## src/rtl/core/vdm_pkg.sv

```systemverilog
// ============================================================================
// vdm_pkg
// Shared types, codes and the mode decision table for the drive mode block.
// ============================================================================
`default_nettype none

package vdm_pkg;

    // Stream payload widths, padded to whole bytes.
    localparam int IN_TDATA_W  = 24;
    localparam int OUT_TDATA_W = 16;

    // Configuration port.
    localparam int CFG_IDX_W  = 3;
    localparam int CFG_DATA_W = 8;

    localparam logic [CFG_IDX_W-1:0] CFG_PEDAL_LOW       = 3'd0;
    localparam logic [CFG_IDX_W-1:0] CFG_PEDAL_HIGH      = 3'd1;
    localparam logic [CFG_IDX_W-1:0] CFG_PERCENT_FLOOR   = 3'd2;
    localparam logic [CFG_IDX_W-1:0] CFG_BRAKE_ON_LEVEL  = 3'd3;
    localparam logic [CFG_IDX_W-1:0] CFG_BRAKE_OFF_LEVEL = 3'd4;
    localparam logic [CFG_IDX_W-1:0] CFG_READY_LIMIT     = 3'd5;

    localparam logic [7:0] RST_PEDAL_LOW       = 8'd10;
    localparam logic [7:0] RST_PEDAL_HIGH      = 8'd200;
    localparam logic [6:0] RST_PERCENT_FLOOR   = 7'd0;
    localparam logic [6:0] RST_BRAKE_ON_LEVEL  = 7'd42;
    localparam logic [6:0] RST_BRAKE_OFF_LEVEL = 7'd30;
    localparam logic [6:0] RST_READY_LIMIT     = 7'd10;

    // Drive modes.
    localparam logic [2:0] MODE_NOT_READY = 3'd0;
    localparam logic [2:0] MODE_NEUTRAL   = 3'd1;
    localparam logic [2:0] MODE_FORWARD   = 3'd2;
    localparam logic [2:0] MODE_REVERSE   = 3'd3;
    localparam logic [2:0] MODE_REGEN     = 3'd4;
    localparam logic [2:0] MODE_CRUISE    = 3'd5;

    // Gear selector codes.
    localparam logic [1:0] GEAR_NEUTRAL = 2'd0;
    localparam logic [1:0] GEAR_FORWARD = 2'd1;
    localparam logic [1:0] GEAR_REVERSE = 2'd2;
    localparam logic [1:0] GEAR_INIT    = 2'd3;

    localparam logic [7:0] REGEN_CURRENT = 8'd100;
    localparam logic [7:0] CURRENT_MAX   = 8'd127;

    // Depth of the queue between the classifier and the executer.
    localparam int QUEUE_DEPTH = 2;
    localparam int QPTR_W      = (QUEUE_DEPTH > 1) ? $clog2(QUEUE_DEPTH) : 1;
    localparam int QCNT_W      = $clog2(QUEUE_DEPTH + 1);

    typedef struct packed {
        logic [7:0] pedal_low;
        logic [7:0] pedal_high;
        logic [6:0] percent_floor;
        logic [6:0] brake_on_level;
        logic [6:0] brake_off_level;
        logic [6:0] ready_limit;
    } cfg_t;

    // One pedal after classification. When need_div is clear, base is the
    // final percent; otherwise percent = num / den + base.
    typedef struct packed {
        logic        need_div;
        logic [7:0]  base;
        logic [15:0] num;
        logic [7:0]  den;
    } pedal_t;

    typedef struct packed {
        logic       fault_ok;
        logic [1:0] gear;
        logic       cruise_button;
        logic       regen_button;
        logic       regen_ready;
        logic       regen_enabled;
        pedal_t     brake;
        pedal_t     accel;
    } q_item_t;

    typedef struct packed {
        logic        start;
        logic [15:0] num;
        logic [7:0]  den;
    } div_req_t;

    typedef struct packed {
        logic       done;
        logic [7:0] quotient;
    } div_rsp_t;

    typedef struct packed {
        logic              motor_safe;
        logic              brake_on;
        logic signed [7:0] current_percent;
        logic              velocity_max;
        logic [2:0]        mode;
    } res_t;

    // Mode transition for a healthy tick.
    function automatic logic [2:0] vdm_next_mode(
        input logic [2:0] cur,
        input logic [1:0] gear,
        input logic       braking,
        input logic       cruise,
        input logic       rbtn,
        input logic       rready,
        input logic       ren
    );
        logic [2:0] nxt;
        if (cur == MODE_NOT_READY) begin
            nxt = MODE_NOT_READY;
        end else if (braking) begin
            nxt = (ren && rready) ? MODE_REGEN : MODE_NEUTRAL;
        end else if (ren && rready && rbtn && !cruise) begin
            nxt = MODE_REGEN;
        end else if (cruise && gear[0] && ren) begin
            nxt = MODE_CRUISE;
        end else begin
            case (gear)
                GEAR_FORWARD: nxt = (cur == MODE_REVERSE) ? MODE_NEUTRAL : MODE_FORWARD;
                GEAR_REVERSE: nxt = (cur == MODE_FORWARD) ? MODE_NEUTRAL : MODE_REVERSE;
                GEAR_INIT:    nxt = MODE_NOT_READY;
                default:      nxt = MODE_NEUTRAL;
            endcase
        end
        return nxt;
    endfunction

endpackage

`default_nettype wire

```

## src/rtl/core/vehicle_drive_mode_fsm_top.sv

```systemverilog
// ============================================================================
// vehicle_drive_mode_fsm_top: the back end finishes one tick before it takes the next;
// both pedals that need a division share the single 8-step divider.
// aresetn (synchronous, active low) restores registers, mode and brake state.
// ============================================================================
`default_nettype none

// Drive mode controller for a vehicle motor drive.
//
// Each input transaction is one control tick. The front end unpacks it and
// classifies both pedals: a pedal at or below pedal_low maps to the floor
// percent, any other at or above pedal_high maps to full scale, and one in between
// carries a product and span that the back end divides. A two-entry queue
// sits between the two halves, so while it has room the input side keeps accepting
// ticks as the back end is busy dividing or its result waits on the output.
//
// The back end owns the single divider, which works out the quotient bit by bit
// for each pedal and then hands it back. The brake pedal is done first, then the
// accelerator. A finished tick then passes combinationally through the
// hysteresis check, the mode decision and the setpoint mapping, and lands in
// the output register once that is empty or being read. The next queued tick
// starts while a result still waits to be taken.
//
// Per tick the back end steps through idle, the brake start, the accelerator
// start and the finish state, with a wait state after each start that needs a
// division. m_tvalid rises from the output register as the finish state commits.
//
// Configuration writes are always accepted and are meant to happen while the
// block is idle. A write to an index beyond the register list is ignored.

module vehicle_drive_mode_fsm_top #(
    parameter int PERCENT_FULL = 100
) (
    input  logic                            aclk,
    input  logic                            aresetn,

    // Input tick stream.
    input  logic                            s_tvalid,
    output logic                            s_tready,
    // s_tdata, from bit 0: fault_ok[0], gear[2:1], brake_raw[10:3],
    // accel_raw[18:11], cruise_button[19], regen_button[20],
    // regen_ready[21], regen_enabled[22], zero pad[23].
    input  logic [vdm_pkg::IN_TDATA_W-1:0]  s_tdata,

    // Result stream.
    output logic                            m_tvalid,
    input  logic                            m_tready,
    // m_tdata, from bit 0: mode[2:0], velocity_max[3],
    // current_percent[11:4] (signed), brake_on[12], motor_safe[13],
    // zero pad[15:14].
    output logic [vdm_pkg::OUT_TDATA_W-1:0] m_tdata,

    // Configuration write channel.
    input  logic                            cfg_valid,
    output logic                            cfg_ready,
    input  logic [vdm_pkg::CFG_IDX_W-1:0]   cfg_index,
    input  logic [vdm_pkg::CFG_DATA_W-1:0]  cfg_data
);
    import vdm_pkg::*;

    cfg_t    cfg_reg, cfg_next;
    q_item_t front_item;
    q_item_t q_head;
    logic    q_full;
    logic    q_not_empty;
    logic    q_pop;
    logic    s_accept;
    res_t    res;

    // ------------------------------------------------------------------
    // Configuration registers. The channel never stalls.
    // ------------------------------------------------------------------
    assign cfg_ready = 1'b1;

    always_comb begin
        cfg_next = cfg_reg;
        if (cfg_valid) begin
            case (cfg_index)
                CFG_PEDAL_LOW:       cfg_next.pedal_low       = cfg_data;
                CFG_PEDAL_HIGH:      cfg_next.pedal_high      = cfg_data;
                CFG_PERCENT_FLOOR:   cfg_next.percent_floor   = cfg_data[6:0];
                CFG_BRAKE_ON_LEVEL:  cfg_next.brake_on_level  = cfg_data[6:0];
                CFG_BRAKE_OFF_LEVEL: cfg_next.brake_off_level = cfg_data[6:0];
                CFG_READY_LIMIT:     cfg_next.ready_limit     = cfg_data[6:0];
                default:             cfg_next = cfg_reg;
            endcase
        end
    end

    always_ff @(posedge aclk) begin
        if (!aresetn) begin
            cfg_reg.pedal_low       <= RST_PEDAL_LOW;
            cfg_reg.pedal_high      <= RST_PEDAL_HIGH;
            cfg_reg.percent_floor   <= RST_PERCENT_FLOOR;
            cfg_reg.brake_on_level  <= RST_BRAKE_ON_LEVEL;
            cfg_reg.brake_off_level <= RST_BRAKE_OFF_LEVEL;
            cfg_reg.ready_limit     <= RST_READY_LIMIT;
        end else begin
            cfg_reg <= cfg_next;
        end
    end

    // ------------------------------------------------------------------
    // Front end: classification straight into the queue.
    // ------------------------------------------------------------------
    assign s_tready = !q_full;
    assign s_accept = s_tvalid && s_tready;

    vdm_front #(
        .PERCENT_FULL (PERCENT_FULL)
    ) u_front (
        .tdata (s_tdata),
        .cfg   (cfg_reg),
        .item  (front_item)
    );

    vdm_queue u_queue (
        .aclk      (aclk),
        .aresetn   (aresetn),
        .push      (s_accept),
        .push_item (front_item),
        .full      (q_full),
        .pop       (q_pop),
        .pop_item  (q_head),
        .not_empty (q_not_empty)
    );

    // ------------------------------------------------------------------
    // Back end: divisions, mode decision and the output register.
    // ------------------------------------------------------------------
    vdm_back u_back (
        .aclk        (aclk),
        .aresetn     (aresetn),
        .cfg         (cfg_reg),
        .q_not_empty (q_not_empty),
        .q_item      (q_head),
        .q_pop       (q_pop),
        .out_valid   (m_tvalid),
        .out_ready   (m_tready),
        .out_res     (res)
    );

    assign m_tdata = {2'b00, res.motor_safe, res.brake_on, res.current_percent,
                      res.velocity_max, res.mode};

    // ------------------------------------------------------------------
    // Assertions.
    // ------------------------------------------------------------------

    // A faulted tick can only leave the block not ready or neutral.
    a_fault_mode: assert property (@(posedge aclk) disable iff (!aresetn)
        (m_tvalid && !res.motor_safe) |->
            (res.mode == MODE_NOT_READY || res.mode == MODE_NEUTRAL))
        else $error("faulted tick left in a driving mode");

    // Regeneration runs at zero velocity and the fixed regen current.
    a_regen_setpoint: assert property (@(posedge aclk) disable iff (!aresetn)
        (m_tvalid && res.mode == MODE_REGEN) |->
            (!res.velocity_max && res.current_percent == REGEN_CURRENT))
        else $error("regen setpoint mismatch");

    // Forward never asks for negative current; reverse never for positive.
    a_current_sign: assert property (@(posedge aclk) disable iff (!aresetn)
        (m_tvalid && (res.mode == MODE_FORWARD || res.mode == MODE_REVERSE)) |->
            (res.velocity_max &&
             ((res.mode == MODE_FORWARD) ? !res.current_percent[7]
                                         : (res.current_percent[7] ||
                                            res.current_percent == 8'sd0))))
        else $error("current setpoint sign does not match the direction");

    // Idle modes give no velocity and no current.
    a_idle_setpoint: assert property (@(posedge aclk) disable iff (!aresetn)
        (m_tvalid && (res.mode == MODE_NOT_READY || res.mode == MODE_NEUTRAL)) |->
            (!res.velocity_max && res.current_percent == 8'sd0))
        else $error("idle mode drives a setpoint");

endmodule

`default_nettype wire

```

## src/rtl/core/vdm_front.sv

```systemverilog
// ============================================================================
// vdm_front
// Unpacks an input transaction and classifies both pedals for the executer.
// ============================================================================
`default_nettype none

module vdm_front #(
    parameter int PERCENT_FULL = 100
) (
    input  logic [vdm_pkg::IN_TDATA_W-1:0] tdata,
    input  vdm_pkg::cfg_t                  cfg,
    output vdm_pkg::q_item_t               item
);
    import vdm_pkg::*;

    // Clamped pedals resolve here; pedals inside the range carry the
    // product and span for the divider.
    function automatic pedal_t map_pedal(input logic [7:0] raw, input cfg_t c);
        logic [7:0] full;
        logic [7:0] flr;
        logic [7:0] hi;
        pedal_t     p;
        full = 8'(PERCENT_FULL);
        flr  = ({1'b0, c.percent_floor} > full) ? full : {1'b0, c.percent_floor};
        hi   = (c.pedal_low >= c.pedal_high) ? c.pedal_low : c.pedal_high;
        p.need_div = 1'b0;
        p.base     = flr;
        p.num      = '0;
        p.den      = 8'd1;
        if (raw <= c.pedal_low) begin
            p.base = flr;
        end else if (raw >= hi) begin
            p.base = full;
        end else begin
            p.need_div = 1'b1;
            p.num      = {8'd0, raw - c.pedal_low} * {8'd0, full - flr};
            p.den      = hi - c.pedal_low;
        end
        return p;
    endfunction

    always_comb begin
        item.fault_ok      = tdata[0];
        item.gear          = tdata[2:1];
        item.brake         = map_pedal(tdata[10:3], cfg);
        item.accel         = map_pedal(tdata[18:11], cfg);
        item.cruise_button = tdata[19];
        item.regen_button  = tdata[20];
        item.regen_ready   = tdata[21];
        item.regen_enabled = tdata[22];
    end

endmodule

`default_nettype wire

```

## src/rtl/core/vdm_queue.sv

```systemverilog
// ============================================================================
// vdm_queue
// Short first-in first-out queue of classified items.
// ============================================================================
`default_nettype none

module vdm_queue (
    input  logic             aclk,
    input  logic             aresetn,
    input  logic             push,
    input  vdm_pkg::q_item_t push_item,
    output logic             full,
    input  logic             pop,
    output vdm_pkg::q_item_t pop_item,
    output logic             not_empty
);
    import vdm_pkg::*;

    q_item_t             mem_reg [QUEUE_DEPTH];
    logic [QPTR_W-1:0]   wr_ptr_reg, wr_ptr_next;
    logic [QPTR_W-1:0]   rd_ptr_reg, rd_ptr_next;
    logic [QCNT_W-1:0]   count_reg, count_next;
    logic                do_push, do_pop;

    assign full      = (count_reg == QCNT_W'(QUEUE_DEPTH));
    assign not_empty = (count_reg != '0);
    assign do_push   = push && !full;
    assign do_pop    = pop && not_empty;
    assign pop_item  = mem_reg[rd_ptr_reg];

    always_comb begin
        wr_ptr_next = wr_ptr_reg;
        rd_ptr_next = rd_ptr_reg;
        count_next  = count_reg;
        if (do_push) begin
            wr_ptr_next = (wr_ptr_reg == QPTR_W'(QUEUE_DEPTH - 1)) ? '0 : wr_ptr_reg + 1'b1;
        end
        if (do_pop) begin
            rd_ptr_next = (rd_ptr_reg == QPTR_W'(QUEUE_DEPTH - 1)) ? '0 : rd_ptr_reg + 1'b1;
        end
        if (do_push && !do_pop) begin
            count_next = count_reg + 1'b1;
        end else if (do_pop && !do_push) begin
            count_next = count_reg - 1'b1;
        end
    end

    always_ff @(posedge aclk) begin
        if (!aresetn) begin
            wr_ptr_reg <= '0;
            rd_ptr_reg <= '0;
            count_reg  <= '0;
        end else begin
            wr_ptr_reg <= wr_ptr_next;
            rd_ptr_reg <= rd_ptr_next;
            count_reg  <= count_next;
        end
    end

    always_ff @(posedge aclk) begin
        if (do_push) begin
            mem_reg[wr_ptr_reg] <= push_item;
        end
    end

endmodule

`default_nettype wire

```

## src/rtl/core/vdm_div.sv

```systemverilog
// ============================================================================
// vdm_div
// Radix-2 restoring divider for a quotient known to fit in eight bits.
// ============================================================================
`default_nettype none

module vdm_div (
    input  logic              aclk,
    input  logic              aresetn,
    input  vdm_pkg::div_req_t req,
    output vdm_pkg::div_rsp_t rsp
);
    import vdm_pkg::*;

    // The caller guarantees num[15:8] < den, so eight steps suffice and the
    // partial remainder always fits in eight bits.
    logic [7:0] rem_reg, rem_next;
    logic [7:0] low_reg, low_next;
    logic [7:0] den_reg, den_next;
    logic [2:0] cnt_reg, cnt_next;
    logic       busy_reg, busy_next;
    logic       done_reg, done_next;
    logic [8:0] trial;
    logic [8:0] diff;
    logic       fits;

    assign trial = {rem_reg, low_reg[7]};
    assign diff  = trial - {1'b0, den_reg};
    assign fits  = (trial >= {1'b0, den_reg});

    always_comb begin
        rem_next  = rem_reg;
        low_next  = low_reg;
        den_next  = den_reg;
        cnt_next  = cnt_reg;
        busy_next = busy_reg;
        done_next = 1'b0;
        if (req.start) begin
            rem_next  = req.num[15:8];
            low_next  = req.num[7:0];
            den_next  = req.den;
            cnt_next  = '0;
            busy_next = 1'b1;
        end else if (busy_reg) begin
            rem_next = fits ? diff[7:0] : trial[7:0];
            low_next = {low_reg[6:0], fits};
            cnt_next = cnt_reg + 1'b1;
            if (cnt_reg == 3'd7) begin
                busy_next = 1'b0;
                done_next = 1'b1;
            end
        end
    end

    always_ff @(posedge aclk) begin
        if (!aresetn) begin
            cnt_reg  <= '0;
            busy_reg <= 1'b0;
            done_reg <= 1'b0;
        end else begin
            cnt_reg  <= cnt_next;
            busy_reg <= busy_next;
            done_reg <= done_next;
        end
    end

    always_ff @(posedge aclk) begin
        rem_reg <= rem_next;
        low_reg <= low_next;
        den_reg <= den_next;
    end

    assign rsp.done     = done_reg;
    assign rsp.quotient = low_reg;

endmodule

`default_nettype wire

```

## src/rtl/core/vdm_back.sv

```systemverilog
// ============================================================================
// vdm_back
// Executes one queued item: pedal divisions, mode decision, result register.
// ============================================================================
`default_nettype none

module vdm_back (
    input  logic             aclk,
    input  logic             aresetn,
    input  vdm_pkg::cfg_t    cfg,
    input  logic             q_not_empty,
    input  vdm_pkg::q_item_t q_item,
    output logic             q_pop,
    output logic             out_valid,
    input  logic             out_ready,
    output vdm_pkg::res_t    out_res
);
    import vdm_pkg::*;

    localparam logic [2:0] ST_IDLE     = 3'd0;
    localparam logic [2:0] ST_BRK_GO   = 3'd1;
    localparam logic [2:0] ST_BRK_WAIT = 3'd2;
    localparam logic [2:0] ST_ACC_GO   = 3'd3;
    localparam logic [2:0] ST_ACC_WAIT = 3'd4;
    localparam logic [2:0] ST_FINISH   = 3'd5;

    logic [2:0] state_reg, state_next;
    q_item_t    item_reg, item_next;
    logic [7:0] brake_pct_reg, brake_pct_next;
    logic [7:0] accel_pct_reg, accel_pct_next;
    logic [2:0] drive_mode_reg, drive_mode_next;
    logic       brake_latched_reg, brake_latched_next;
    logic       out_valid_reg, out_valid_next;
    res_t       res_reg, res_next;

    div_req_t   div_req;
    div_rsp_t   div_rsp;

    // Decision signals for the finishing cycle.
    logic [6:0] brk_thr;
    logic       brk_det;
    logic       brk_new;
    logic [2:0] mode_sel;
    logic [2:0] mode_fin;
    logic [7:0] acc_mag;
    logic       vel;
    logic [7:0] cur;
    logic       commit;

    vdm_div u_div (
        .aclk    (aclk),
        .aresetn (aresetn),
        .req     (div_req),
        .rsp     (div_rsp)
    );

    always_comb begin
        brk_thr = brake_latched_reg ? cfg.brake_off_level : cfg.brake_on_level;
        brk_det = (brake_pct_reg >= {1'b0, brk_thr});
        if (item_reg.fault_ok) begin
            brk_new  = brk_det;
            mode_sel = vdm_next_mode(drive_mode_reg, item_reg.gear, brk_det,
                                     item_reg.cruise_button, item_reg.regen_button,
                                     item_reg.regen_ready, item_reg.regen_enabled);
        end else begin
            brk_new  = brake_latched_reg;
            mode_sel = MODE_NOT_READY;
        end
        acc_mag  = (accel_pct_reg > CURRENT_MAX) ? CURRENT_MAX : accel_pct_reg;
        vel      = 1'b0;
        cur      = 8'd0;
        mode_fin = mode_sel;
        case (mode_sel)
            MODE_FORWARD: begin
                vel = 1'b1;
                cur = acc_mag;
            end
            MODE_REVERSE: begin
                vel = 1'b1;
                cur = 8'd0 - acc_mag;
            end
            MODE_CRUISE: begin
                vel = 1'b1;
                cur = acc_mag;
            end
            MODE_REGEN: begin
                cur = REGEN_CURRENT;
            end
            MODE_NOT_READY: begin
                if (accel_pct_reg < {1'b0, cfg.ready_limit}) begin
                    mode_fin = MODE_NEUTRAL;
                end
            end
            default: begin
                mode_fin = MODE_NEUTRAL;
            end
        endcase
    end

    always_comb begin
        state_next         = state_reg;
        item_next          = item_reg;
        brake_pct_next     = brake_pct_reg;
        accel_pct_next     = accel_pct_reg;
        drive_mode_next    = drive_mode_reg;
        brake_latched_next = brake_latched_reg;
        res_next           = res_reg;
        q_pop              = 1'b0;
        commit             = 1'b0;
        div_req.start      = 1'b0;
        div_req.num        = item_reg.brake.num;
        div_req.den        = item_reg.brake.den;
        if (state_reg == ST_ACC_GO) begin
            div_req.num = item_reg.accel.num;
            div_req.den = item_reg.accel.den;
        end

        case (state_reg)
            ST_IDLE: begin
                if (q_not_empty) begin
                    q_pop      = 1'b1;
                    item_next  = q_item;
                    state_next = ST_BRK_GO;
                end
            end
            ST_BRK_GO: begin
                if (item_reg.brake.need_div) begin
                    div_req.start = 1'b1;
                    state_next    = ST_BRK_WAIT;
                end else begin
                    brake_pct_next = item_reg.brake.base;
                    state_next     = ST_ACC_GO;
                end
            end
            ST_BRK_WAIT: begin
                if (div_rsp.done) begin
                    brake_pct_next = div_rsp.quotient + item_reg.brake.base;
                    state_next     = ST_ACC_GO;
                end
            end
            ST_ACC_GO: begin
                if (item_reg.accel.need_div) begin
                    div_req.start = 1'b1;
                    state_next    = ST_ACC_WAIT;
                end else begin
                    accel_pct_next = item_reg.accel.base;
                    state_next     = ST_FINISH;
                end
            end
            ST_ACC_WAIT: begin
                if (div_rsp.done) begin
                    accel_pct_next = div_rsp.quotient + item_reg.accel.base;
                    state_next     = ST_FINISH;
                end
            end
            ST_FINISH: begin
                if (!out_valid_reg || out_ready) begin
                    commit                   = 1'b1;
                    drive_mode_next          = mode_fin;
                    brake_latched_next       = brk_new;
                    res_next.mode            = mode_fin;
                    res_next.velocity_max    = vel;
                    res_next.current_percent = cur;
                    res_next.brake_on        = brk_new;
                    res_next.motor_safe      = item_reg.fault_ok;
                    state_next               = ST_IDLE;
                end
            end
            default: begin
                state_next = ST_IDLE;
            end
        endcase

        if (commit) begin
            out_valid_next = 1'b1;
        end else if (out_ready) begin
            out_valid_next = 1'b0;
        end else begin
            out_valid_next = out_valid_reg;
        end
    end

    always_ff @(posedge aclk) begin
        if (!aresetn) begin
            state_reg         <= ST_IDLE;
            drive_mode_reg    <= MODE_NOT_READY;
            brake_latched_reg <= 1'b0;
            out_valid_reg     <= 1'b0;
        end else begin
            state_reg         <= state_next;
            drive_mode_reg    <= drive_mode_next;
            brake_latched_reg <= brake_latched_next;
            out_valid_reg     <= out_valid_next;
        end
    end

    always_ff @(posedge aclk) begin
        item_reg      <= item_next;
        brake_pct_reg <= brake_pct_next;
        accel_pct_reg <= accel_pct_next;
        res_reg       <= res_next;
    end

    assign out_valid = out_valid_reg;
    assign out_res   = res_reg;

endmodule

`default_nettype wire

```

## config.mk

```make
export PLATFORM = sky130hd
export DESIGN_NAME = vehicle_drive_mode_fsm_top
export DESIGN_NICKNAME = d
export VERILOG_FILES = /design/src/rtl/core/vdm_pkg.sv /design/src/rtl/core/vehicle_drive_mode_fsm_top.sv /design/src/rtl/core/vdm_front.sv /design/src/rtl/core/vdm_queue.sv /design/src/rtl/core/vdm_div.sv /design/src/rtl/core/vdm_back.sv
export SDC_FILE = /design/constraint.sdc
export NUM_CORES = 1
export LEC_CHECK = 0
export ABC_AREA = 1
export BUFFER_PORTS_ARGS = -buffer_cell sky130_fd_sc_hd__buf_2
export CORE_ASPECT_RATIO = 0.9
export CORE_MARGIN = 4
export CORE_UTILIZATION = 35
export CTS_CLUSTER_DIAMETER = 200
export CTS_CLUSTER_SIZE = 25
export DETAILED_ROUTE_END_ITERATION = 10
export PLACE_DENSITY = 0.53
export SLEW_MARGIN = 40
export SYNTH_ARGS = -nofsm -noshare
export SYNTH_HDL_FRONTEND = slang
export SYNTH_SLANG_ARGS = --single-unit
```

## constraint.sdc

```tcl
create_clock -name aclk -period 9.4 [get_ports aclk]
set_input_delay 2.35 -clock aclk [delete_from_list [all_inputs] [get_ports aclk]]
set_output_delay 2.35 -clock aclk [all_outputs]
set_load 0.1 [all_outputs]
```

* Word-level counts from Yosys, hierarchy flattened
Memories as Yosys holds them, arrays and structs flattened. A register that Yosys moved wholly into a read port is not among the register bits.
Index checks and enable logic that the tools add are counted.
** Storage, ports and cells
- Output and inout bits :: 19
- Input bits :: 40
- Memories kept :: 1
- Word-level logic and storage cells :: 191
- Bits in registers :: 115
- Memory bits (writable) :: 146
** Cells by class
- $mul :: 2
- Add/subtract/negate cells :: 13
- Mux-type cells :: 68
- Magnitude comparators :: 10
- Equality and inequality tests :: 27
- Bitwise gates (word level) :: 2
- Reductions and logical operators :: 42
** Memory list
- u_queue.mem_reg :: depth 2, bits a word 73, rd ports 1, clocked after Yosys merged registers in 1, write ports 1, RTL line vdm_queue.sv:19 : q_item_t mem_reg [QUEUE_DEPTH];
** Operators by type and width (number)
- $mux 24 :: 5
- $mux 8 :: 15
- $mux 3 :: 11
- $mul 8x8->16 :: 2
- $pmux 8 s2 :: 2
- $sub 8x8->8 :: 4
- $eq 3x2->1 const B :: 8
- $ge 8x8->1 :: 3
- $mux 1 :: 24
- $pmux 8 s3 :: 1
- $eq 3x3->1 const B :: 7
- $pmux 3 s6 :: 1
- $add 8x8->8 :: 2
- $le 8x8->1 :: 2
- $reduce_and 2->1 :: 8
- $mux 7 :: 2
- $logic_not 3->1 :: 4
- $reduce_bool 2->1 :: 6
- $logic_and 1x1->1 :: 10
- $ne 2x2->1 const B :: 5
- $ge 9x8->1 :: 1
- $pmux 3 s3 :: 1
- $ge 8x7->1 :: 1
- $gt 8x7->1 const B :: 1
- 23 further kinds :: 38

* Longest topological paths before layout
- Depth in word-level cells :: 11
- Gate-level depth with buffers :: 31
- Mapped depth without buffers :: 29

* Cells and area by module
Synthesis repeated with hierarchy kept, for this count alone.
** Unflattened totals
- Cell total of the unflattened synthesis :: 2158
- Area, all modules :: 21065.2 um^2
** Modules (own cells, without submodules)
- vdm_front :: times used 1, cells an instance 923, area an instance 6294.8 um^2, sequential area each 0.0 um^2
- vdm_queue :: times used 1, cells an instance 264, area an instance 5865.6 um^2, sequential area each 4484.3 um^2
- vdm_back :: times used 1, cells an instance 517, area an instance 5387.7 um^2, sequential area each 3253.1 um^2
- vehicle_drive_mode_fsm_top :: times used 1, cells an instance 258, area an instance 1789.2 um^2, sequential area each 880.8 um^2
- vdm_div :: times used 1, cells an instance 196, area an instance 1727.9 um^2, sequential area each 820.8 um^2

* Least setup slack after synthesis
No wires, ideal clock.
- Path type :: input to register
- From :: input port s_tdata[3] in the netlist's numbering
- To :: memory u_queue.mem_reg[0][53] in the netlist's numbering, data pin
- Stages :: 24
- Buffers on the path :: 0
- Library setup time :: 0.259 ns
- Slack :: 2.076 ns
- Data required time :: 9.141 ns
- Arrival :: 7.064 ns
- Cells stage by stage :: inv_1 > ha_1 > inv_1 > fa_1 > a21oi_1 > o21bai_2 > a21oi_1 > o21ai_1 > xor2_1 > nor2_1 > fa_1 > fa_1 > fa_1 > inv_1 > fa_1 > inv_1 > ha_1 > inv_1 > o21ai_0 > a31oi_1 > nand2_1 > a21oi_1 > xor2_1 > nor2_1
** RTL lines
- start, declared :: RTL line vehicle_drive_mode_fsm_top.sv:43 : input logic [vdm_pkg::IN_TDATA_W-1:0] s_tdata,
- end, declared :: RTL line vdm_queue.sv:19

==> metrics.md <==
| Metric | Value |
|---|---|
| CTS Root Cell | clkbuf_16 |
| Detailed placement HPWL | 33.85 mm |
| RSZ-0062 raised after global routing | false |
| Yosys reg bits | 328 |
| Post-layout nets | 2,443 |
| Comb pwr share | 0.475 |
| Min-delay src | cfg_reg[14] |
| Internal power | 3.582 mW |
| Post-synth top flop | edfxtp_1 |
| Hold Path Stages | 2 |
| Die ar. | 0.06008 sq mm |
| Synthesized area | 0.01968 sq mm |
| Max reg flops | 142 |
| First-pass DRT Iterations | 7 |
| Worst R2R Path Depth | 28 |
| Reg2reg end | u_queue.mem_reg[0][53] |
| Fraction of layout cells with a size suffix above 1 | 0.05836 |
| FFs w/ async S/R, synth | 0 |
| Crit path arrival time | 7830 ps |
| Total global-route track usage | 0.1539 |
| Final slew viol count | 0 |
| R2r setup slk | 2800 ps |
| Final setup vio count | 0 |
| Drt drc | 0 |
| # Post-CTS Setup Buffers | 0 |
| H-tree Lvls | 1 |
| Max Root-Sink Buffers | 3 |
| WP data required | 9670 ps |
| Syn Inst Count | 2,119 |
| ANT cells | 0 |
| Wire per inst | 15.60 microns |
| Worst reg2reg startpoint | cfg_reg[21] |
| Initial Utilization | 0.3532 |
| WS Path Type | input port to flip-flop |
| Sw Ratio | 0.4202 |
| CTS Hold Buffers Added | 0 |
| Worst-Margin Slew | 751.8 ps |
| Max_cap viols | 0 |
| GPL Wtd Cong | 0.8497 |
| Worst Path Max Fanout | 6 |
| NetSw | 2.597 mW |
| Crit start category | input port |
| CTS tree | done |
| Tmin final | 7551 ps |
| Filler cells | 5,617 |
| Number of distinct library cells after synthesis | 54 |
| Worst-path clk slew | 100 ps |
| Yosys warning count | 0 |
| First-pass GRT wire length | 74.62 mm |
| Top Ports | 59 |
| Via density | 4.766 |
| Die span in x | 257.9 microns |
| Final hold vios | 0 |
| WHS Endpoint | cfg_reg[14] |
| Sequential Power Share | 0.392 |
| Post-synth EDFFs | 267 |
| Placed cell count | 2,903 |
| Worst clock skew | 10.97 ps |
| Via count | 13,974 |
| Buffers on Ports | 54 |
| Final wirelength | 45.73 mm |
| Status | complete, no violations |
| # clock sinks | 328 |
| Skew-Pair Late Insertion Delay | 520 ps |
| FP Rows | 82 |
| Fmax | 0.1324 GHz |
| Clock power share | 0.133 |
| Grt ovf | 0 |
| Drt first-iter violations | 815 |
| Post_cts resized | 0 |
| Antenna violations before repair | 3 |
| Setup ws final | 1849 ps |
| Core box area | 0.05571 sq mm |
| CTS buffer count | 17 |
| Final ANT Viol Nets | 0 |
| Final std cells w/o fill | 2,932 |
| Height of the die | 232.9 microns |
| Pin count of the biggest net entering global routing | 72 |
| Multi-input logic area | 0.009133 sq mm |
| Crit end category | flip-flop |
| Register area | 0.009243 sq mm |
| Tcrit/Tclk final | 0.8033 |
| Vias in the first global route | 13,911 |
| Area growth, synth to finish | 8.566% |
| Register area share after synthesis | 0.4696 |
| Dpl ws | 1295 ps |
| Post-route setup TNS | 0 ps |
| Worst ir drop on vdd | 0.0002514 V |
| Min-delay worst type | flip-flop to flip-flop |
| Avg Inst Size Synth | 9.285 sq um |
| Worst slew margin | 0.4976 |
| Leak pwr | 9.546 nW |
| Pwr per Cell Area | 289.3 mW/mm^2 |
area by class of cell:
| class | instances | area share |
|---|---|---|
| clock buffers | 28 | 0.02185 |
| clock inverters | 1 | 0.001406 |
| inverters | 314 | 0.05518 |
| multi-input cells | 1442 | 0.4275 |
| flip-flops and latches | 328 | 0.4327 |
| well taps | 756 | 0.04428 |
| repair buffers | 63 | 0.01705 |
power groups by stage:
stage,clock network [mW],registers (mW),logic [mW]
floorplan,0,2.43,2.18
global placement,0,2.48,2.89
detailed placement,0,2.46,2.97
CTS,0.855,2.43,2.99
global route,0.907,2.46,3.41
finish,0.821,2.42,2.94
synthesized netlist by cell type, types with 13 or more instances:
master / count / area, sq um
nand2_1: 519 / 1948
dfxtp_1: 61 / 1221
a21oi_1: 117 / 585.6
nand4_1: 15 / 93.84
ha_1: 159 / 1989
fa_1: 78 / 1562
o21ai_0: 92 / 460.4
clkbuf_1: 40 / 150.1
xnor2_1: 16 / 140.1
nor2_1: 218 / 818.3
nand3_1: 48 / 240.2
nor3_1: 13 / 65.06
xor2_1: 30 / 262.8
a31oi_1: 15 / 93.84
inv_2: 18 / 67.56
edfxtp_1: 267 / 8018
o21ai_1: 21 / 105.1
inv_1: 295 / 1107
worst max-delay path: stages:
cell and delay (ps):
buf_2 100, inv_1 90, ha_1 150, inv_1 60, fa_1 390, a21oi_1 200
o21bai_2 110, a21oi_1 150, o21ai_1 90, xor2_1 500, nor2_1 130, fa_1 560
fa_1 440, fa_1 550, inv_1 50, fa_1 540, inv_1 50, ha_1 320
inv_1 140, o21ai_0 90, a31oi_1 210, nand2_1 120, a21oi_1 170, xor2_1 190
nor2_1 70
routing by layer:
layer,share of wire,GRT usage,vias up
met5,0,0,-
met4,0.023,0.03763,0
met2,0.46,0.2514,238
met3,0.033,0.01491,43
met1,0.48,0.2215,6710
li1,-,-,6983
through the flow:
step / utilization / instance area [sq um] / hold WS [ps] / power [mW]
after floorplan: - / 19740 / 423.6 / 4.609
after global placement: 0.3736 / 20820 / 434.7 / 5.370
after detailed placement: 0.3741 / 20840 / 439.0 / 5.432
after CTS: 0.3830 / 21340 / 462.2 / 6.268
after global routing: 0.3834 / 21360 / 491.9 / 6.778
final: 0.3834 / 21360 / 459.0 / 6.179
worst max path at each step:
stage	to	slack (ps)	startpoint
floorplan	u_queue.mem_reg[0][53]	2080	s_tdata[3]
global placement	u_queue.mem_reg[0][53]	1380	s_tdata[3]
detailed placement	u_queue.mem_reg[0][53]	1300	s_tdata[3]
CTS	u_queue.mem_reg[0][53]	1880	s_tdata[3]
global route	u_queue.mem_reg[0][53]	1500	s_tdata[3]
finish	u_queue.mem_reg[0][53]	1850	s_tdata[3]
logic make-up after synthesis:
logic type,share of synthesized area
AOI/OAI and AO/OA,0.08038
muxes,0.001526
buffers and inverters,0.07154
other,0.0003817
adders and majority gates,0.1805
and+or+nand+nor,0.1748
DFF,0.4696
xor gates and xnor gates,0.02130
cell usage in the layout, fill, tap and decap left out, types with 4 or more instances in the layout:
cell | Yosys | layout
a211oi_1 | 5 | 5
buf_2 | 6 | 53
nand3_1 | 48 | 48
xnor2_1 | 16 | 16
nand2_2 | 3 | 4
nand2_1 | 519 | 518
clkbuf_16 | 0 | 17
inv_1 | 295 | 295
edfxtp_1 | 267 | 267
o21bai_1 | 6 | 6
or2_2 | 4 | 4
xor2_1 | 30 | 30
a31oi_1 | 15 | 15
o21ai_0 | 92 | 92
nand3b_1 | 5 | 5
nor3_1 | 13 | 13
ha_1 | 159 | 159
nor4_1 | 5 | 5
fa_1 | 78 | 78
o211ai_1 | 9 | 9
dfxtp_1 | 61 | 60
nor2_4 | 2 | 4
conb_1 | 2 | 19
a21oi_1 | 117 | 116
nor2_1 | 218 | 216
inv_2 | 18 | 18
or2_1 | 4 | 4
o21ai_1 | 21 | 21
clkbuf_1 | 40 | 11
o21a_1 | 7 | 7
nand4_1 | 15 | 15
buf_4 | 5 | 6
No activity file was read; power rests on OpenSTA's default activity.
